`config.mk`:
```
export PLATFORM = sky130hd
export DESIGN_NAME = pts_lane
export DESIGN_NICKNAME = d
export VERILOG_FILES = /design/src/pts_pkg.sv /design/src/pts_lane.sv
export SDC_FILE = /design/constraint.sdc
export NUM_CORES = 1
export LEC_CHECK = 0
export ABC_AREA = 1
export ABC_CLOCK_PERIOD_IN_PS = 7500
export BUFFER_PORTS_ARGS = -buffer_cell sky130_fd_sc_hd__buf_2
export CORE_ASPECT_RATIO = 1.5
export CORE_MARGIN = 2
export CORE_UTILIZATION = 55
export CTS_CLUSTER_DIAMETER = 60
export DETAILED_ROUTE_END_ITERATION = 8
export PLACE_DENSITY = 0.73
export SYNTH_ARGS = -nofsm -noshare
export SYNTH_HDL_FRONTEND = slang
export SYNTH_SLANG_ARGS = --single-unit
```
`constraint.sdc`:
```
create_clock -name clk -period 7.5 [get_ports clk]
set_input_delay 1.5 -clock clk [delete_from_list [all_inputs] [get_ports clk]]
set_output_delay 1.5 -clock clk [all_outputs]
set_load 0.05 [all_outputs]
```
`src/pts_pkg.sv`:
```
// ============================================================================
// pts_pkg: shared types and constants of the padded tensor element store
// Field widths, register and status codes, and the lane and layout records.
// ============================================================================
`default_nettype none

package pts_pkg;

	localparam int NUM_DIMS   = 4;
	localparam int DIM_W      = $clog2(NUM_DIMS);
	localparam int NDIMS_W    = 3;
	localparam int SIZE_W     = 13;
	localparam int IDX_W      = 16;
	localparam int STRIDE_W   = 16;
	localparam int WORD_W     = 32;
	localparam int ADDR_OUT_W = 12;
	localparam int STATUS_W   = 2;
	localparam int TERM_W     = SIZE_W + STRIDE_W;
	localparam int SUM_W      = TERM_W + DIM_W;

	// Padding unit of the strides; it must stay a power of two because the
	// stride low bits are padded modulo 2**STRIDE_W.
	localparam int PAD_UNIT   = 16;

	// Index magnitude bits resolved per cycle in each lane.
	localparam int DIGIT_BITS = 4;
	localparam int DIV_STEPS  = IDX_W / DIGIT_BITS;
	localparam int STEP_W     = $clog2(DIV_STEPS);

	localparam int REG_IDX_W  = 3;
	localparam int APB_ADDR_W = REG_IDX_W + 2;
	localparam int APB_DATA_W = 32;

	typedef logic [SIZE_W-1:0]   dim_size_t;
	typedef logic [STRIDE_W-1:0] stride_t;
	typedef logic [STATUS_W-1:0] status_t;
	typedef logic [REG_IDX_W-1:0] reg_idx_t;

	localparam status_t STATUS_OK       = 2'd0;
	localparam status_t STATUS_NO_ARRAY = 2'd1;
	localparam status_t STATUS_OVERSIZE = 2'd2;

	localparam reg_idx_t REG_NUM_DIMS = 3'd0;
	localparam reg_idx_t REG_SIZE_D0  = 3'd1;
	localparam reg_idx_t REG_SIZE_D1  = 3'd2;
	localparam reg_idx_t REG_SIZE_D2  = 3'd3;
	localparam reg_idx_t REG_SIZE_D3  = 3'd4;

	typedef struct packed {
		logic                       busy;
		status_t                    status;
		stride_t [NUM_DIMS-1:0]     strides;
	} layout_info_t;

	typedef struct packed {
		logic start;
		logic used;
	} lane_ctl_t;

	function automatic logic [NDIMS_W-1:0] dims_used(input logic [NDIMS_W-1:0] nd);
		return (nd > NDIMS_W'(NUM_DIMS)) ? NDIMS_W'(NUM_DIMS) : nd;
	endfunction

endpackage

`default_nettype wire

```
`src/pts_lane.sv`:
```
// ============================================================================
// pts_lane: one dimension of the address computation
// Wraps a signed index by floor modulo of the dimension size with a radix-16
// remainder unit, then scales the wrapped index by the dimension stride.
// ============================================================================
`default_nettype none

module pts_lane (
	input  logic                          clk,
	input  logic                          arst_n,
	input  pts_pkg::lane_ctl_t            ctl,
	input  logic signed [pts_pkg::IDX_W-1:0] index,
	input  pts_pkg::dim_size_t            size,
	input  pts_pkg::stride_t              stride,
	output logic                          done,
	output logic [pts_pkg::TERM_W-1:0]    term
);
	import pts_pkg::*;

	localparam int REM_W = SIZE_W + 1;

	logic                div_q;
	logic                mul_q;
	logic                done_q;
	logic [STEP_W-1:0]   step_q;

	logic [IDX_W-1:0]    mag_q;
	logic                neg_q;
	logic                used_q;
	logic [SIZE_W-1:0]   rem_q;
	dim_size_t           size_q;
	stride_t             stride_q;
	logic [TERM_W-1:0]   term_q;

	logic [IDX_W-1:0]    raw;
	logic [IDX_W-1:0]    mag_in;
	logic [REM_W-1:0]    part;
	logic [SIZE_W-1:0]   rem_nxt;
	logic [SIZE_W-1:0]   wrapped;
	logic [TERM_W-1:0]   prod;

	assign raw    = index;
	assign mag_in = raw[IDX_W-1] ? (~raw + IDX_W'(1)) : raw;

	// Restoring remainder, DIGIT_BITS bits of the magnitude per cycle.
	always_comb begin
		rem_nxt = rem_q;
		part    = '0;
		for (int k = 0; k < DIGIT_BITS; k++) begin
			part = {rem_nxt, mag_q[IDX_W-1-k]};
			if (part >= {1'b0, size_q}) begin
				part = part - {1'b0, size_q};
			end
			rem_nxt = part[SIZE_W-1:0];
		end
	end

	// A negative index with a nonzero remainder wraps to size minus remainder.
	assign wrapped = (neg_q && (rem_q != '0)) ? (size_q - rem_q) : rem_q;
	assign prod    = {{STRIDE_W{1'b0}}, wrapped} * {{SIZE_W{1'b0}}, stride_q};

	always_ff @(posedge clk or negedge arst_n) begin
		if (!arst_n) begin
			div_q  <= 1'b0;
			mul_q  <= 1'b0;
			done_q <= 1'b0;
			step_q <= '0;
		end else if (ctl.start) begin
			div_q  <= 1'b1;
			mul_q  <= 1'b0;
			done_q <= 1'b0;
			step_q <= '0;
		end else if (div_q) begin
			step_q <= step_q + STEP_W'(1);
			if (step_q == STEP_W'(DIV_STEPS - 1)) begin
				div_q <= 1'b0;
				mul_q <= 1'b1;
			end
		end else if (mul_q) begin
			mul_q  <= 1'b0;
			done_q <= 1'b1;
		end else begin
			done_q <= 1'b0;
		end
	end

	always_ff @(posedge clk) begin
		if (ctl.start) begin
			mag_q    <= mag_in;
			neg_q    <= raw[IDX_W-1];
			used_q   <= ctl.used;
			rem_q    <= '0;
			size_q   <= size;
			stride_q <= stride;
		end else if (div_q) begin
			mag_q <= mag_q << DIGIT_BITS;
			rem_q <= rem_nxt;
		end
		if (mul_q) begin
			term_q <= used_q ? prod : '0;
		end
	end

	assign done = done_q;
	assign term = term_q;

endmodule

`default_nettype wire

```
==> impl_metrics.tcl <==
set metrics [dict create \
    cts_buffers 9 \
    slew-limit-headroom_pct 14.91 \
    clk_pin_slew_ns 0.09 \
    pin_count 79 \
    startpoint_type "flip-flop" \
    slowest_delay_ns 0.46 \
    dp_hpwl_mm 35.66 \
    gp_congestion 1.018 \
    portBuffers 78 \
    cts.htree.levels 3 \
    ant_nets 0 \
    synth_ff_type "edfxtp_1" \
    drive_gt1_share_pct 16.49 \
    finalCriticalPeriod_ns 7.114 \
    cts_tree "built" \
    synthCells 1833 \
    crit_buf_inv 11 \
    syn_area_um2 14080 \
    setup_viol 0 \
    die_area_um2 26930 \
    wirelength_mm 44.72 \
    synth_nets 2181 \
    ys.warnings.count 0 \
    fin_worst_skew_ns 0.01292 \
    worst_path_most_repeated_cell "nand2_1" \
    die_w_um 134.7 \
    grt.overflow.total 0 \
    async_flop_share_pct 5.319 \
    crit_family "simple AND/OR/NAND/NOR gates" \
    area_growth_pct 17.42 \
    first_global_vias 13680 \
    critPathArrivalTime_ns 7.39 \
    cp_slowest_cell "edfxtp_1" \
    synth_cell_types 50 \
    hold_viol_final 0 \
    hp-class "reg2reg" \
    dr.pass1.iters 8 \
    synth_edf_count 76 \
    die_y_um 200.0 \
    vias 13180 \
    grt_usage_pct 34.14 \
    synthTopCellsByArea "fa_1 23%, edfxtp_1 16%, ha_1 12%" \
    ys_ff_latch 94 \
    critPathKind "reg2reg" \
    remaining_drc_errors 0 \
    slew_violations 0 \
    crit_fanout 10 \
    tightest_slew_ns 1.272 \
    synth_seq_area_share_pct 18.94 \
    grt_max_degree 38 \
    core_um2 25140 \
    grt_first_pass_wirelength_mm 68.64 \
    synth.largest_area_cell "fa_1" \
    clk_path_buf_depth 2 \
    clkSinkCount 94 \
    wire_per_inst_um 18.80 \
    fin_tns_setup_ns 0 \
    finalCritPeriodShare_pct 94.86 \
    antenna_found_initial 1 \
    yosysTopAreaCellShare_pct 22.60 \
    synth_area_per_cell_um2 7.683 \
    cts_root_buf "clkbuf_16" \
    nets 2393 \
    cp.required_ns 7.77 \
    cap_violations 0 \
    outcome "complete, no violations" \
    clk_latency_ns 0.38 \
    ctsHoldBuffers 0 \
    initial_core_util_pct 56.01 \
    fmax_mhz 140.6 \
    first_iter_violations 830 \
    fp-row-count 71 \
    routed_via_density 5.540 \
    rsz0062_at_grt "yes" \
    cp-end-kind "flip-flop" \
]
through the flow:
step	instances	setup WS [ns]	hold slack, ns	util (%)	area, um^2
floorplan	1833	0.7768	0.4616	-	14080
global placement	2339	0.1199	0.4830	62.76	15780
detailed placement	2339	-0.04599	0.4870	62.76	15780
CTS	2359	0.07978	0.5054	64.12	16120
global route	2379	-0.06227	0.5216	65.77	16540
finish	2379	0.3856	0.5059	65.77	16540
placed cells by master, fill, tap and decap left out, types with 5 or more instances in the layout:
| master | n |
|---|---|
| a21o_1 | 8 |
| a21oi_1 | 81 |
| a21oi_2 | 10 |
| a31oi_1 | 6 |
| buf_2 | 78 |
| buf_4 | 160 |
| clkbuf_16 | 9 |
| dfrtp_1 | 5 |
| dfxtp_1 | 12 |
| edfxtp_1 | 76 |
| fa_1 | 154 |
| fa_2 | 5 |
| ha_1 | 132 |
| ha_4 | 7 |
| inv_1 | 371 |
| inv_2 | 7 |
| nand2_1 | 393 |
| nand2_2 | 10 |
| nand3_1 | 104 |
| nand3_2 | 7 |
| nand4_1 | 16 |
| nor2_1 | 160 |
| nor2_2 | 5 |
| nor3_1 | 12 |
| o21a_1 | 5 |
| o21ai_0 | 79 |
| o21ai_1 | 15 |
| o21bai_1 | 6 |
| xnor2_1 | 22 |
| xor2_1 | 36 |
worst register-to-register path: cells and delay by family (launching register included):
| family | cells | cell delay, ns |
|---|---|---|
| simple gates | 22 | 2.27 |
| compound gates | 10 | 1.54 |
| buf+inv | 11 | 1.11 |
| fa+ha+maj | 5 | 1.49 |
| xor+xnor | 1 | 0.16 |
| flops | 1 | 0.46 |
worst paths after layout:
kind	from	to	slack, ns	depth (start not counted)
setup reg to reg	mag_q[15]	rem_q[4]	0.39	49
min in group asynchronous	arst_n	done	0.92	1
hold / removal	step_q[0]	step_q[0]	0.51	1
hold reg to reg	step_q[0]	step_q[0]	0.51	1
setup / recovery	mag_q[15]	rem_q[4]	0.39	49
max in group asynchronous	arst_n	div_q	6.45	1
kinds of logic after synthesis:
family | Yosys count | share of synthesized area (%)
buffers and inverters | 425 | 11.57
flip-flops | 94 | 18.94
adder cells (fa/ha/maj) | 299 | 35.04
AO/OA/AOI/OAI | 227 | 8.894
XOR/XNOR | 58 | 3.607
AND/OR/NAND/NOR | 730 | 21.95
per-layer routing:
layer / vias to the layer above / track usage [%] / share of wire (%) / wire (um)
li1: 6196 / - / - / -
met1: 6186 / 31.71 / 32 / 14130
met2: 525 / 59.71 / 50 / 22240
met3: 273 / 7.601 / 6.3 / 2829
met4: 0 / 35.09 / 12 / 5531
met5: - / 0 / 0 / 0
repair_timing:
action,CTS,global route
buffers inserted,4,17
resized for setup,1,69
pin swaps,1,23
gates cloned,0,2
setup endpoints to repair,13,27
synth_stat cells, drive strengths merged (3+ instances only):
| master | n |
|---|---|
| nand4 | 16 |
| xor2 | 36 |
| o21a | 5 |
| a31oi | 7 |
| dfrtp | 5 |
| buf | 21 |
| o21ai | 97 |
| dfxtp | 13 |
| xnor2 | 22 |
| o211ai | 3 |
| a21oi | 93 |
| nor2 | 168 |
| a21o | 8 |
| or2 | 4 |
| nand2 | 405 |
| nor3 | 13 |
| nand3 | 114 |
| inv | 380 |
| clkbuf | 23 |
| nor4 | 4 |
| edfxtp | 76 |
| nor3b | 3 |
| fa | 159 |
| o21bai | 7 |
| ha | 140 |
registers in the layout (all words and copies together), names as in the netlist:
signal	count
rem_q	13
used_q	1
term	29
mul_q	1
neg_q	1
size_q	13
div_q	1
step_q	2
stride_q	16
done	1
mag_q	16
cell type report:
type | instances | area, um^2
Antenna cell | 1 | 2.502
Sequential cell | 94 | 2669
Fill cell | 2204 | 8605
Tap cell | 328 | 410.4
Clock buffer | 9 | 225.2
Inverter | 381 | 1436
Multi-Input combinational cell | 1316 | 10050
Clock inverter | 7 | 80.08
Timing Repair Buffer | 243 | 1665
Power is left out: the tool's default activity adds up to more than one toggle a clock period on the data nets, which glitch-free logic cannot reach.
