$ cat src/pts_pkg.sv
// ============================================================================
// pts_pkg: shared types and constants of the padded tensor element store
// Field widths, register and status codes, and the lane and layout records.
// ============================================================================
`default_nettype none

package pts_pkg;

	localparam int NUM_DIMS   = 4;
	localparam int DIM_W      = $clog2(NUM_DIMS);
	localparam int NDIMS_W    = 3;
	localparam int SIZE_W     = 13;
	localparam int IDX_W      = 16;
	localparam int STRIDE_W   = 16;
	localparam int WORD_W     = 32;
	localparam int ADDR_OUT_W = 12;
	localparam int STATUS_W   = 2;
	localparam int TERM_W     = SIZE_W + STRIDE_W;
	localparam int SUM_W      = TERM_W + DIM_W;

	// Padding unit of the strides; it must stay a power of two because the
	// stride low bits are padded modulo 2**STRIDE_W.
	localparam int PAD_UNIT   = 16;

	// Index magnitude bits resolved per cycle in each lane.
	localparam int DIGIT_BITS = 4;
	localparam int DIV_STEPS  = IDX_W / DIGIT_BITS;
	localparam int STEP_W     = $clog2(DIV_STEPS);

	localparam int REG_IDX_W  = 3;
	localparam int APB_ADDR_W = REG_IDX_W + 2;
	localparam int APB_DATA_W = 32;

	typedef logic [SIZE_W-1:0]   dim_size_t;
	typedef logic [STRIDE_W-1:0] stride_t;
	typedef logic [STATUS_W-1:0] status_t;
	typedef logic [REG_IDX_W-1:0] reg_idx_t;

	localparam status_t STATUS_OK       = 2'd0;
	localparam status_t STATUS_NO_ARRAY = 2'd1;
	localparam status_t STATUS_OVERSIZE = 2'd2;

	localparam reg_idx_t REG_NUM_DIMS = 3'd0;
	localparam reg_idx_t REG_SIZE_D0  = 3'd1;
	localparam reg_idx_t REG_SIZE_D1  = 3'd2;
	localparam reg_idx_t REG_SIZE_D2  = 3'd3;
	localparam reg_idx_t REG_SIZE_D3  = 3'd4;

	typedef struct packed {
		logic                       busy;
		status_t                    status;
		stride_t [NUM_DIMS-1:0]     strides;
	} layout_info_t;

	typedef struct packed {
		logic start;
		logic used;
	} lane_ctl_t;

	function automatic logic [NDIMS_W-1:0] dims_used(input logic [NDIMS_W-1:0] nd);
		return (nd > NDIMS_W'(NUM_DIMS)) ? NDIMS_W'(NUM_DIMS) : nd;
	endfunction

endpackage

`default_nettype wire

$ cat src/pts_layout.sv
// ============================================================================
// pts_layout: stride and layout status sequencer
// Walks the dimensions from innermost to outermost, one multiply per cycle,
// padding strides and tracking a saturated total for the size check.
// ============================================================================
`default_nettype none

module pts_layout #(
	parameter int STORE_WORDS = 4096
) (
	input  logic                                        clk,
	input  logic                                        arst_n,
	input  logic                                        start,
	input  logic [pts_pkg::NDIMS_W-1:0]                 num_dims,
	input  pts_pkg::dim_size_t [pts_pkg::NUM_DIMS-1:0]  sizes,
	output pts_pkg::layout_info_t                       info
);
	import pts_pkg::*;

	// The saturated total is capped at a multiple of the pad unit that lies
	// above any store depth, so the oversize decision stays exact.
	localparam int SAT_W  = $clog2(STORE_WORDS) + 2;
	localparam int CAP    = 2 ** (SAT_W - 1);
	localparam int PROD_W = SIZE_W + SAT_W;
	localparam int LO_W   = SIZE_W + STRIDE_W;
	localparam logic [SAT_W-1:0]    SAT_PAD = SAT_W'(PAD_UNIT - 1);
	localparam logic [STRIDE_W-1:0] LO_PAD  = STRIDE_W'(PAD_UNIT - 1);

	logic                busy_q;
	logic                fin_q;
	logic [DIM_W-1:0]    idx_q;
	status_t             status_q;
	stride_t             run_lo_q;
	logic [SAT_W-1:0]    run_sat_q;
	stride_t [NUM_DIMS-1:0] stride_q;

	logic [NDIMS_W-1:0]  n_used;
	logic [NDIMS_W-1:0]  d_ext;
	dim_size_t           mul_size;
	logic [LO_W-1:0]     prod_lo;
	logic [PROD_W-1:0]   prod_sat;
	stride_t             raw_lo;
	stride_t             pad_lo;
	logic [SAT_W-1:0]    raw_sat;
	logic [SAT_W-1:0]    pad_sat;
	stride_t             st_lo;
	logic [SAT_W-1:0]    st_sat;
	logic                zero_any;
	status_t             status_nxt;

	assign n_used   = dims_used(num_dims);
	assign d_ext    = NDIMS_W'(idx_q);
	assign mul_size = fin_q ? sizes[0] : sizes[idx_q + DIM_W'(1)];

	assign prod_lo  = {{STRIDE_W{1'b0}}, mul_size} * {{SIZE_W{1'b0}}, run_lo_q};
	assign prod_sat = {{SAT_W{1'b0}}, mul_size} * {{SIZE_W{1'b0}}, run_sat_q};

	assign raw_lo   = prod_lo[STRIDE_W-1:0];
	assign pad_lo   = (raw_lo + LO_PAD) & ~LO_PAD;
	assign raw_sat  = (prod_sat >= PROD_W'(CAP)) ? SAT_W'(CAP) : prod_sat[SAT_W-1:0];
	assign pad_sat  = (raw_sat + SAT_PAD) & ~SAT_PAD;

	always_comb begin
		if (d_ext >= n_used) begin
			st_lo  = '0;
			st_sat = '0;
		end else if (d_ext == n_used - NDIMS_W'(1)) begin
			st_lo  = STRIDE_W'(1);
			st_sat = SAT_W'(1);
		end else if (mul_size != SIZE_W'(1)) begin
			st_lo  = pad_lo;
			st_sat = pad_sat;
		end else begin
			st_lo  = raw_lo;
			st_sat = raw_sat;
		end
	end

	always_comb begin
		zero_any = 1'b0;
		for (int d = 0; d < NUM_DIMS; d++) begin
			if ((NDIMS_W'(d) < n_used) && (sizes[d] == '0)) begin
				zero_any = 1'b1;
			end
		end
	end

	// In the final step the multiplier forms the outermost size times stride.
	always_comb begin
		if ((n_used == '0) || zero_any) begin
			status_nxt = STATUS_NO_ARRAY;
		end else if (pad_sat > SAT_W'(STORE_WORDS)) begin
			status_nxt = STATUS_OVERSIZE;
		end else begin
			status_nxt = STATUS_OK;
		end
	end

	always_ff @(posedge clk or negedge arst_n) begin
		if (!arst_n) begin
			busy_q   <= 1'b1;
			fin_q    <= 1'b0;
			idx_q    <= DIM_W'(NUM_DIMS - 1);
			status_q <= STATUS_NO_ARRAY;
		end else if (start) begin
			busy_q <= 1'b1;
			fin_q  <= 1'b0;
			idx_q  <= DIM_W'(NUM_DIMS - 1);
		end else if (busy_q) begin
			if (fin_q) begin
				status_q <= status_nxt;
				busy_q   <= 1'b0;
				fin_q    <= 1'b0;
			end else if (idx_q == '0) begin
				fin_q <= 1'b1;
			end else begin
				idx_q <= idx_q - DIM_W'(1);
			end
		end
	end

	always_ff @(posedge clk) begin
		if (busy_q && !fin_q && !start) begin
			stride_q[idx_q] <= (sizes[idx_q] == SIZE_W'(1)) ? '0 : st_lo;
			run_lo_q        <= st_lo;
			run_sat_q       <= st_sat;
		end
	end

	assign info.busy    = busy_q;
	assign info.status  = status_q;
	assign info.strides = stride_q;

endmodule

`default_nettype wire

$ cat config.mk
export PLATFORM = sky130hd
export DESIGN_NAME = pts_layout
export DESIGN_NICKNAME = d
export VERILOG_FILES = /design/src/pts_pkg.sv /design/src/pts_layout.sv
export SDC_FILE = /design/constraint.sdc
export NUM_CORES = 1
export LEC_CHECK = 0
export ABC_AREA = 1
export BUFFER_PORTS_ARGS = -buffer_cell sky130_fd_sc_hd__buf_2
export CAP_MARGIN = 20
export CORE_MARGIN = 2
export CORE_UTILIZATION = 63
export DETAILED_ROUTE_END_ITERATION = 10
export PLACE_DENSITY = 0.9
export SYNTH_ARGS = -nofsm -noshare
export SYNTH_HDL_FRONTEND = slang
export SYNTH_SLANG_ARGS = --single-unit
$ cat constraint.sdc
create_clock -name clk -period 10.3 [get_ports clk]
set_input_delay 2.06 -clock clk [delete_from_list [all_inputs] [get_ports clk]]
set_output_delay 2.06 -clock clk [all_outputs]
set_load 0.02 [all_outputs]
==> impl_results.md, run 1 <==
* Worst Clk Skew at 0.00879 ns
* Cells after synthesis at 1844
* Post-synthesis register bit count at 100
* Via density at 5.67
* Final routed wirelength across all metal layers at 42.5 mm
* Area of the die at 24800 sq um
* # Post-CTS Setup Buffers at 0
* Chip height at 157 microns
* TritonCTS clock tree: yes
* Unrepaired setup endpoints after global routing: no
* Final HPWL from detailed placement at 34.7 mm
* Count of cell types in the netlist at 50
* Core footprint at 23300 sq um
* Clock Path Buffers at 2
* Number of filler cells placed in the layout at 1862
* Area taken by multi-input logic gates at 10100 sq um
* Final period utilization at 0.890
* Post-cts resize count at 0
* Post-Place Worst Slack at 1.24 ns
* Worst Setup Path Type: register to register
* Final critical path time including I/O delays and setup at 9.16 ns
* Clock root buffer: sky130_fd_sc_hd__clkbuf_16
* CTS Sinks at 100
* Setup tns final at 0 ns
* Share of cells above drive strength 1 at 0.107
* Area used by sequential logic in the layout at 2980 sq um
* Timing-limited maximum frequency at 109 MHz
* Max-capacitance violation count at 0
* Number of remaining DRC errors at 0
* WL per Instance at 18.6 microns
* Growth of design area from synthesis to finish at 8.49%
* Wire length of the first global-routing pass at 67.2 mm
* Post-route setup slack at 1.14 ns
* Inserted Clock Buffers at 9
* Reg clk slew, reported paths at 0.07 ns
* Maximum number of pins on one net before global-route repair at 41
* Slew at the pin with the worst max-slew slack at 0.923 ns
* Number of top-level design ports at 125
* Quantity of I/O buffers inserted on ports at 124
* Fraction of registers with async set or reset after synthesis at 0.0600
* Detailed Route Iter0 Violations at 1167
* Worst skew pair latency at 0.34 ns
* Overall track demand over capacity in global routing at 0.356
* Cell with the largest stage delay on the worst path: sky130_fd_sc_hd__dfstp_2
* CP endpoint kind: register
* Outcome: finished clean
* Relative slew slack at 0.379
* Number of antenna-violating nets in the routed design at 0
* Number of enable flip-flop cells after synthesis at 94
* Total standard cell area after synthesis at 14800 sq um
* Final Hold Vio Count at 0
* Part of the Yosys area used for sequential elements at 0.201
* Worst hold path type: register to register
* Required time of the critical path at 10.38 ns
* Row cnt at 56
* Final setup violation count at 0
* Total congestion overflow at 0
* Maximum fanout count along the critical path at 40
* Number of antenna diodes at 0
* Effective utilization at floorplan at 0.638
* Final weighted congestion of routability-driven global placement at 0.998
* Number of nets produced by synthesis at 2233
* Critical Path AT at 9.24 ns
* Number of global-route vias before repair at 13200
* Setup crit start kind: register
* Htree depth at 3
* Die width at 157 microns
* Highest cell delay on the worst timing path at 0.96 ns
* Most common flop cell mapped by yosys: sky130_fd_sc_hd__edfxtp_1
* First-pass detailed-route iteration total at 5
* Final count of pins violating max slew at 0
* Final Net Count at 2342
* Count of synthesis-stage warnings from yosys at 0
* Hold Buf Count CTS at 0
* Initial antenna violation count at 0
* Cell seen most often among critical-path stages: sky130_fd_sc_hd__nand2_1
* Via count at 12900
* Post-Syn Area per Cell at 8.04 sq um
-- layer usage --
layer	track usage	wire length [microns]	up-vias
met1	0.467	16000	6202
met2	0.565	19600	745
met3	0.0977	4920	137
met5	0	0	-
li1	-	-	5823
met4	0.142	1850	0
-- cell type report --
cell class	instances	area share
Multi-Input combinational cell	1276	0.626
Tap cell	319	0.0248
Clock buffer	10	0.0142
Sequential cell	100	0.185
Inverter	422	0.0985
Clock inverter	6	0.00334
Timing Repair Buffer	144	0.0477
-- Yosys cell counts (all sizes together), types with 19 or more instances --
cell | number | share of area
o21ai | 36 | 0.012
nand4 | 20 | 0.0084
fa | 213 | 0.29
clkbuf | 30 | 0.0077
inv | 412 | 0.10
nor3 | 24 | 0.0089
ha | 118 | 0.10
nand3 | 58 | 0.022
nor2 | 260 | 0.069
xor2 | 19 | 0.011
edfxtp | 94 | 0.19
xnor2 | 22 | 0.013
a21oi | 42 | 0.015
nand2 | 399 | 0.10
-- path summary, 6_finish.rpt --
kind,start,endpoint,slack [ns],cells after the start
setup / recovery,idx_q[0],run_sat_q[12],1.14,39
hold / removal,status_q[0],status_q[0],0.47,2
setup reg to reg,idx_q[0],run_sat_q[12],1.14,39
hold reg to reg,status_q[0],status_q[0],0.47,2
max in group asynchronous,arst_n,idx_q[1],8.55,1
min in group asynchronous,arst_n,status_q[1],1.52,1
-- placed cells by master, fill, tap and decap left out, types with 2 or more instances in the layout --
cell / synthesis / routed
sky130_fd_sc_hd__o21bai_1: 5 / 5
sky130_fd_sc_hd__xnor2_1: 22 / 22
sky130_fd_sc_hd__ha_1: 118 / 118
sky130_fd_sc_hd__nand2_1: 389 / 389
sky130_fd_sc_hd__clkinv_1: 9 / 9
sky130_fd_sc_hd__nand3_2: 6 / 6
sky130_fd_sc_hd__a21oi_2: 2 / 2
sky130_fd_sc_hd__o211ai_1: 8 / 8
sky130_fd_sc_hd__edfxtp_1: 94 / 94
sky130_fd_sc_hd__clkbuf_16: 0 / 9
sky130_fd_sc_hd__nor4_1: 16 / 16
sky130_fd_sc_hd__or2_2: 3 / 3
sky130_fd_sc_hd__nor3_1: 23 / 23
sky130_fd_sc_hd__inv_1: 401 / 401
sky130_fd_sc_hd__nor2_4: 3 / 3
sky130_fd_sc_hd__o22ai_1: 8 / 8
sky130_fd_sc_hd__nand4_1: 20 / 20
sky130_fd_sc_hd__and2_1: 4 / 4
sky130_fd_sc_hd__nor2_2: 7 / 8
sky130_fd_sc_hd__o21ai_1: 8 / 8
sky130_fd_sc_hd__dfrtp_1: 2 / 2
sky130_fd_sc_hd__or4_1: 2 / 2
sky130_fd_sc_hd__a21oi_1: 40 / 40
sky130_fd_sc_hd__nor2_1: 250 / 249
sky130_fd_sc_hd__nand2_2: 9 / 9
sky130_fd_sc_hd__fa_1: 213 / 213
sky130_fd_sc_hd__inv_6: 0 / 3
sky130_fd_sc_hd__o21ai_0: 28 / 28
sky130_fd_sc_hd__xor2_1: 19 / 19
sky130_fd_sc_hd__buf_4: 3 / 19
sky130_fd_sc_hd__nand3b_1: 8 / 8
sky130_fd_sc_hd__nand3_1: 52 / 52
sky130_fd_sc_hd__dfstp_2: 4 / 4
sky130_fd_sc_hd__inv_2: 11 / 11
sky130_fd_sc_hd__buf_2: 7 / 125
-- metrics by stage --
stage	cell area (sq um)	util	cells	hold WS, ns
after CTS	16100	0.691	2276	0.470
after floorplan	14800	-	1844	0.494
after detailed placement	15800	0.679	2260	0.459
after global routing	16100	0.692	2277	0.505
after global placement	15800	0.679	2260	0.448
final	16100	0.692	2277	0.467
-- worst max-delay path, delay by kind of cell, from the launching register on --
| family | cells | cell delay, ns |
|---|---|---|
| and+or+nand+nor | 17 | 2.34 |
| adders and majority gates | 7 | 3.50 |
| AOI/OAI and AO/OA | 4 | 0.54 |
| DFF | 1 | 0.96 |
| xor gates and xnor gates | 1 | 0.12 |
| buffers and inverters | 10 | 1.41 |
-- cells by family (layout without fill, tap and decap cells) --
kind of cell / after synthesis / in the layout / share of synthesized area
AOI/OAI and AO/OA: 106 / 106 / 0.0410
adders and majority gates: 331 / 331 / 0.387
and+or+nand+nor: 798 / 798 / 0.227
xor gates and xnor gates: 41 / 41 / 0.0242
DFF: 100 / 100 / 0.201
buffers and inverters: 468 / 582 / 0.120
-- registers in the layout, summed over array words and instances (netlist names) --
| register | count |
|---|---|
| run_sat_q | 14 |
| idx_q | 2 |
| info | 64 |
| busy_q | 1 |
| status_q | 2 |
| run_lo_q | 16 |
| fin_q | 1 |
Power of run 1 is left out: the tool's default activity adds up to more than one toggle a clock period on the data nets, which glitch-free logic cannot reach.
==> inputs of run 2 (changes only) <==
Settings changed: CORE_MARGIN 2 to default, CTS_BUF_LIST from default to sky130_fd_sc_hd__clkbuf_8 sky130_fd_sc_hd__clkbuf_16.
==> run 2 against run 1 <==
Net effect: setup slack gained 0.046 ns; global-route usage grew 1.6 points; core utilization grew 1.2 points; register-to-register slack gained 0.05 ns; first-iteration DRC count shrank 5.1%; final cell count shrank 0.31%; count of clock-buffer cells in the layout shrank 1; non-clock buffer count shrank 1; largest cell class unchanged.
==> impl_results.md, run 2 (same netlist as run 1, synthesis figures left out) <==
* Max FFs per register at 64 (unchanged)
* Number of antenna-violating nets in the routed design at 0 (unchanged)
* Clock Path Buffers at 2 (unchanged)
* Worst flop-to-flop path endpoint: run_sat_q[12] (unchanged)
* CP Depth at 37 (was 39)
* Initial antenna violation count at 1 (was 0)
* CTS Sinks at 100 (unchanged)
* Worst Setup Path Type: register to register (unchanged)
* Most common cell after layout, fill and taps aside: sky130_fd_sc_hd__inv_1 (unchanged)
* Number of cell instances on the worst register-to-register path at 37 (was 39)
* Buffer and inverter count on the worst path at 9 (was 10)
* Highest cell delay on the worst timing path at 0.97 ns (was 0.96 ns)
* Kind of cell with the highest combined delay on the critical path: adder cells (unchanged)
* Effective utilization at floorplan at 0.649 (was 0.638)
* Slew at the pin with the worst max-slew slack at 1.11 ns (was 0.923 ns)
* Unrepaired setup endpoints after global routing: no (unchanged)
* Via count at 13000 (was 12900)
* Hold Buf Count CTS at 0 (unchanged)
* # Post-CTS Setup Buffers at 0 (unchanged)
* First-pass detailed-route iteration total at 5 (unchanged)
* Commonest cells after routing, fill and taps aside: sky130_fd_sc_hd__inv_1, sky130_fd_sc_hd__nand2_1, sky130_fd_sc_hd__nor2_1 (unchanged)
* Row cnt at 55 (was 56)
* Htree depth at 3 (unchanged)
* Critical path launch point: idx_q[0] (unchanged)
* Number of remaining DRC errors at 0 (unchanged)
* Die width at 155 microns (was 157 microns)
* Critical Path AT at 9.20 ns (was 9.24 ns)
* Relative slew slack at 0.251 (was 0.379)
* Setup tns final at 0 ns (unchanged)
* WL per Instance at 18.8 microns (was 18.6 microns)
* Required time of the critical path at 10.38 ns (about the same)
* Share of cells above drive strength 1 at 0.107 (about the same)
* TritonCTS clock tree: yes (unchanged)
* Final Net Count at 2341 (was 2342)
* Final critical path time including I/O delays and setup at 9.12 ns (was 9.16 ns)
* Post-cts resize count at 0 (unchanged)
* Worst hold path type: register to register (unchanged)
* Final period utilization at 0.885 (was 0.890)
* Total congestion overflow at 0 (unchanged)
* Wire length of the first global-routing pass at 68.3 mm (was 67.2 mm)
* Growth of design area from synthesis to finish at 8.47% (was 8.49%)
* Maximum fanout count along the critical path at 40 (unchanged)
* Timing-limited maximum frequency at 110 MHz (was 109 MHz)
* Final HPWL from detailed placement at 34.7 mm (about the same)
* Met3 global-route usage at 0.0922 (was 0.0977)
* Worst Clk Skew at 0.0106 ns (was 0.00879 ns)
* Setup crit start kind: register (unchanged)
* Busiest grt layer: met2 (unchanged)
* Max-capacitance violation count at 0 (unchanged)
* Via density at 5.73 (was 5.67)
* Setup slack on the worst flop-to-flop path at 1.18 ns (was 1.14 ns)
* Number of antenna diodes at 0 (unchanged)
* Detailed Route Iter0 Violations at 1107 (was 1167)
* Number of top-level design ports at 125 (unchanged)
* Overall track demand over capacity in global routing at 0.372 (was 0.356)
* Core footprint at 22800 sq um (was 23300 sq um)
* CP endpoint kind: register (unchanged)
* Chip height at 155 microns (was 157 microns)
* Final count of pins violating max slew at 0 (unchanged)
* Outcome: finished clean (unchanged)
* Met1 track demand over resource at 0.490 (was 0.467)
* Number of global-route vias before repair at 13300 (was 13200)
* Area of the die at 24200 sq um (was 24800 sq um)
* Endpoint of the most critical setup path: run_sat_q[12] (unchanged)
* Inserted Clock Buffers at 9 (unchanged)
* Cell with the largest stage delay on the worst path: sky130_fd_sc_hd__dfstp_2 (unchanged)
* Startpoint of the lowest-slack register-to-register path: idx_q[0] (unchanged)
* Quantity of I/O buffers inserted on ports at 124 (unchanged)
* Final setup violation count at 0 (unchanged)
* Worst skew pair latency at 0.35 ns (was 0.34 ns)
* Clock root buffer: sky130_fd_sc_hd__clkbuf_16 (unchanged)
* Final weighted congestion of routability-driven global placement at 0.982 (was 0.998)
* Final routed wirelength across all metal layers at 42.7 mm (was 42.5 mm)
* Reg clk slew, reported paths at 0.07 ns (about the same)
* Final Hold Vio Count at 0 (unchanged)
* Number of filler cells placed in the layout at 1818 (was 1862)
* Maximum number of pins on one net before global-route repair at 41 (unchanged)
* Met2 GRT Util at 0.603 (was 0.565)
==> run 2: cell types whose count changed in the layout (fill, tap and decap cells not counted), sizes merged <==
| cell | before | now |
|---|---|---|
| clkinv | 11 | 13 |
| clkbuf | 10 | 9 |
| buf | 144 | 143 |
| clkinvlp | 1 | 0 |
==> run 2: how the worst min path moves through the flow <==
| stage | start | endpoint | slack, ns | cells after the start |
|---|---|---|---|---|
| finish | status_q[0] | status_q[0] | 0.47 | 2 |
| global route | status_q[0] | status_q[0] | 0.49 | 2 |
| CTS | status_q[0] | status_q[0] | 0.47 | 2 |
| detailed placement | status_q[0] | status_q[0] | 0.46 | 2 |
| global placement | status_q[0] | status_q[0] | 0.45 | 2 |
| floorplan | busy_q | busy_q | 0.49 | 2 |
==> run 2: worst reg2reg max path, delay by kind of cell, from the launching register on <==
| kind | cells | cell delay (ns) |
|---|---|---|
| buffers and inverters | 9 | 1.31 |
| and+or+nand+nor | 17 | 2.51 |
| adders and majority gates | 7 | 3.56 |
| DFF | 1 | 0.97 |
| xor gates and xnor gates | 1 | 0.12 |
| AOI/OAI and AO/OA | 3 | 0.37 |
==> run 2: metrics by stage <==
step	instance area [sq um]	setup slack, ns	hold slack (ns)	util	cells
after floorplan	14800	2.17	0.494	-	1844
after CTS	16100	1.37	0.471	0.704	2270
after global routing	16100	0.654	0.489	0.704	2270
after global placement	15800	1.47	0.448	0.691	2254
after detailed placement	15800	1.29	0.463	0.691	2254
final	16100	1.18	0.468	0.704	2270
==> run 2: routing by layer <==
metal	vias up	share of wire
li1	5811	-
met1	6254	0.38
met2	783	0.47
met3	156	0.11
met4	2	0.039
met5	-	0.00023
==> run 2: area by class of cell <==
| type | count | area (sq um) | area share |
|---|---|---|---|
| clock buffer | 9 | 225 | 0.0140 |
| clock inverter | 7 | 67.6 | 0.00420 |
| inverter | 422 | 1590 | 0.0985 |
| multi-input combinational | 1276 | 10100 | 0.626 |
| sequential | 100 | 2980 | 0.185 |
| tap | 313 | 392 | 0.0243 |
| timing repair buffer | 143 | 763 | 0.0474 |
Power of run 2 is left out for the same reason.
==> inputs of run 3 (changes only) <==
Settings changed: ABC_AREA 1 to default, PLACE_DENSITY 0.9 to 0.91.
==> run 3 against run 2 <==
Net effect: die area fell by 1.4%; critical path depth fell by 13; hold slack improved by 0.038 ns; register-to-register slack got worse by 0.24 ns; core utilization fell by 1.3 points; via count fell by 11%; routed wire length fell by 9.0%; critical path type unchanged; critical endpoint is now info[14].
==> impl_results.md, run 3 <==
* Outcome: finished clean (unchanged)
* Number of enable flip-flop cells after synthesis at 94 (unchanged)
* Area of the die at 23800 sq um (was 24200 sq um)
* Cell Count, Final, Fillers Out at 1866 (was 2270)
* Cells after synthesis at 1500 (was 1844)
* Via count at 11600 (was 13000)
* Max-capacitance violation count at 0 (unchanged)
* Share of cells above drive strength 1 at 0.131 (was 0.107)
* Reg clk slew, reported paths at 0.07 ns (about the same)
* Worst skew pair latency at 0.36 ns (was 0.35 ns)
* Count of cell types in the netlist at 87 (was 50)
* Overall track demand over capacity in global routing at 0.341 (was 0.372)
* Final count of pins violating max slew at 0 (unchanged)
* Hold Buf Count CTS at 0 (unchanged)
* Final weighted congestion of routability-driven global placement at 0.947 (was 0.982)
* Setup crit start kind: register (unchanged)
* # Post-CTS Setup Buffers at 0 (unchanged)
* Post-Syn Area per Cell at 9.75 sq um (was 8.04 sq um)
* Critical Path AT at 9.44 ns (was 9.20 ns)
* Number of antenna diodes at 0 (unchanged)
* Number of global-route vias before repair at 12300 (was 13300)
* Final routed wirelength across all metal layers at 38.9 mm (was 42.7 mm)
* Most common flop cell mapped by yosys: sky130_fd_sc_hd__edfxtp_1 (unchanged)
* Most instantiated library cell after synthesis: sky130_fd_sc_hd__inv_1 (unchanged)
* Worst Setup Path Type: register to register (unchanged)
* Slew at the pin with the worst max-slew slack at 1.13 ns (was 1.11 ns)
* Final Net Count at 1965 (was 2341)
* Number of cell instances on the worst register-to-register path at 24 (was 37)
* Unrepaired setup endpoints after global routing: no (unchanged)
* Maximum number of pins on one net before global-route repair at 35 (was 41)
* Detailed Route Iter0 Violations at 960 (was 1107)
* CP endpoint kind: register (unchanged)
* Final HPWL from detailed placement at 28.9 mm (was 34.7 mm)
* Most common cell after layout, fill and taps aside: sky130_fd_sc_hd__inv_1 (unchanged)
* Number of remaining DRC errors at 0 (unchanged)
* Post-synthesis register bit count at 100 (unchanged)
* Total standard cell area after synthesis at 14600 sq um (was 14800 sq um)
* Clock root buffer: sky130_fd_sc_hd__clkbuf_16 (unchanged)
* Number of antenna-violating nets in the routed design at 0 (unchanged)
* Growth of design area from synthesis to finish at 7.26% (was 8.47%)
* Worst Clk Skew at 0.00982 ns (was 0.0106 ns)
* Total congestion overflow at 0 (unchanged)
* Number of nets produced by synthesis at 1889 (was 2233)
* Fraction of synthesized cell area taken by the top area cell type at 0.292 (was 0.288)
* Largest cells by area after synthesis: sky130_fd_sc_hd__fa_1, sky130_fd_sc_hd__edfxtp_1, sky130_fd_sc_hd__ha_1, sky130_fd_sc_hd__and2_1, sky130_fd_sc_hd__inv_1 (was sky130_fd_sc_hd__fa_1, sky130_fd_sc_hd__edfxtp_1, sky130_fd_sc_hd__inv_1, sky130_fd_sc_hd__ha_1, sky130_fd_sc_hd__nand2_1)
* Clock Path Buffers at 2 (unchanged)
* Effective utilization at floorplan at 0.644 (was 0.649)
* Timing-limited maximum frequency at 107 MHz (was 110 MHz)
* CTS Sinks at 100 (unchanged)
* Final period utilization at 0.908 (was 0.885)
* Number of top-level design ports at 125 (unchanged)
* Core footprint at 22700 sq um (was 22800 sq um)
* Via density at 6.23 (was 5.73)
* WL per Instance at 20.8 microns (was 18.8 microns)
* Cell types with the highest counts after synthesis: sky130_fd_sc_hd__inv_1, sky130_fd_sc_hd__fa_1, sky130_fd_sc_hd__nand2_1 (was sky130_fd_sc_hd__inv_1, sky130_fd_sc_hd__nand2_1, sky130_fd_sc_hd__nor2_1)
* Number of cells in the design after placement at 1850 (was 2254)
* Part of the Yosys area used for sequential elements at 0.204 (was 0.201)
* Quantity of I/O buffers inserted on ports at 124 (unchanged)
* Fraction of registers with async set or reset after synthesis at 0.0600 (unchanged)
* Die width at 154 microns (was 155 microns)
* Relative slew slack at 0.249 (was 0.251)
* Row cnt at 55 (unchanged)
* Chip height at 154 microns (was 155 microns)
* Count of synthesis-stage warnings from yosys at 0 (unchanged)
* Required time of the critical path at 10.38 ns (about the same)
* Setup tns final at 0 ns (unchanged)
* Wire length of the first global-routing pass at 62.6 mm (was 68.3 mm)
* Inserted Clock Buffers at 9 (unchanged)
* Htree depth at 3 (unchanged)
* Final Hold Vio Count at 0 (unchanged)
* Final setup violation count at 0 (unchanged)
* Worst hold path type: register to register (unchanged)
* TritonCTS clock tree: yes (unchanged)
* Max FFs per register at 64 (unchanged)
* Cell type with the largest total area after synthesis: sky130_fd_sc_hd__fa_1 (unchanged)
* Maximum fanout count along the critical path at 31 (was 40)
* Commonest cells after routing, fill and taps aside: sky130_fd_sc_hd__inv_1, sky130_fd_sc_hd__fa_1, sky130_fd_sc_hd__nand2_1 (was sky130_fd_sc_hd__inv_1, sky130_fd_sc_hd__nand2_1, sky130_fd_sc_hd__nor2_1)
* Final critical path time including I/O delays and setup at 9.36 ns (was 9.12 ns)
* Initial antenna violation count at 0 (was 1)
* Worst hold path cell count at 2 (unchanged)
* Post-cts resize count at 0 (unchanged)
* First-pass detailed-route iteration total at 5 (unchanged)
-- run 3: cell types whose count changed in the layout (fill, tap and decap cells not counted), sizes merged, moves of 9 or more --
| cell | previous run | this run |
|---|---|---|
| nor2 | 260 | 58 |
| o2bb2ai | 0 | 9 |
| nand2 | 399 | 190 |
| clkinv | 13 | 2 |
| nand4 | 20 | 9 |
| a21o | 1 | 12 |
| mux2 | 0 | 12 |
| and2 | 5 | 164 |
| xnor2 | 22 | 36 |
| nand2b | 0 | 9 |
| inv | 416 | 245 |
| nand3 | 58 | 14 |
| nor3b | 1 | 11 |
-- run 3: cell type report --
cell class / count / area [sq um]
clock buffer: 9 / 225
clock inverter: 7 / 86.3
fill: 1528 / 7020
inverter: 242 / 908
multi-input combinational: 1087 / 10400
sequential: 100 / 2980
tap: 285 / 357
timing repair buffer: 136 / 711
-- run 3: critical path, cell delays in order, from the launching register on --
cell	delay, ns
sky130_fd_sc_hd__dfstp_2	0.96
sky130_fd_sc_hd__inv_2	0.23
sky130_fd_sc_hd__ha_1	0.95
sky130_fd_sc_hd__inv_1	0.17
sky130_fd_sc_hd__o21ai_1	0.39
sky130_fd_sc_hd__a22o_1	0.68
sky130_fd_sc_hd__nand2_1	0.21
sky130_fd_sc_hd__fa_1	0.53
sky130_fd_sc_hd__inv_1	0.07
sky130_fd_sc_hd__fa_1	0.49
sky130_fd_sc_hd__fa_1	0.52
sky130_fd_sc_hd__inv_1	0.05
sky130_fd_sc_hd__fa_1	0.49
sky130_fd_sc_hd__fa_1	0.56
sky130_fd_sc_hd__inv_1	0.05
sky130_fd_sc_hd__ha_1	0.38
sky130_fd_sc_hd__nand3_1	0.10
sky130_fd_sc_hd__o211ai_1	0.32
sky130_fd_sc_hd__a21o_1	0.17
sky130_fd_sc_hd__a21oi_1	0.07
sky130_fd_sc_hd__xnor2_1	0.35
sky130_fd_sc_hd__nand3_1	0.27
sky130_fd_sc_hd__nor3_1	0.34
sky130_fd_sc_hd__xor2_1	0.19
sky130_fd_sc_hd__nor3_1	0.52
-- run 3: per-layer routing --
layer  vias to the layer above  GRT usage  routed length, microns
met3                       162     0.0838                    4140
met5                         -          0                       0
met1                      5712      0.414                   14100
met4                         0      0.157                    1770
li1                       4955          -                       -
met2                       800      0.575                   18900
-- run 3: path summary, 6_finish.rpt --
kind | startpoint | to | slack [ns]
max in group asynchronous | arst_n | idx_q[0] | 8.56
worst max register to register | idx_q[0] | info[14] | 0.94
worst min register to register | status_q[0] | status_q[0] | 0.51
min in group asynchronous | arst_n | status_q[1] | 1.51
worst min-delay path | status_q[0] | status_q[0] | 0.51
worst max-delay path | idx_q[0] | info[14] | 0.94
-- run 3: cell families after synthesis --
| logic type | Yosys count | synth area share |
|---|---|---|
| AND/OR/NAND/NOR | 534 | 0.192 |
| adder cells (fa/ha/maj) | 331 | 0.392 |
| buffers and inverters | 313 | 0.0846 |
| AO/OA/AOI/OAI | 147 | 0.0754 |
| flip-flops | 100 | 0.204 |
| XOR/XNOR | 60 | 0.0406 |
| multiplexers | 15 | 0.0115 |
-- run 3: through the flow --
stage,hold slack (ns),util,worst slack [ns],instance area (sq um)
floorplan,0.506,-,2.07,14600
global placement,0.491,0.677,1.49,15400
detailed placement,0.495,0.677,1.21,15400
CTS,0.508,0.691,1.10,15700
global route,0.535,0.691,0.590,15700
finish,0.506,0.691,0.943,15700
Power of run 3 is left out for the same reason.
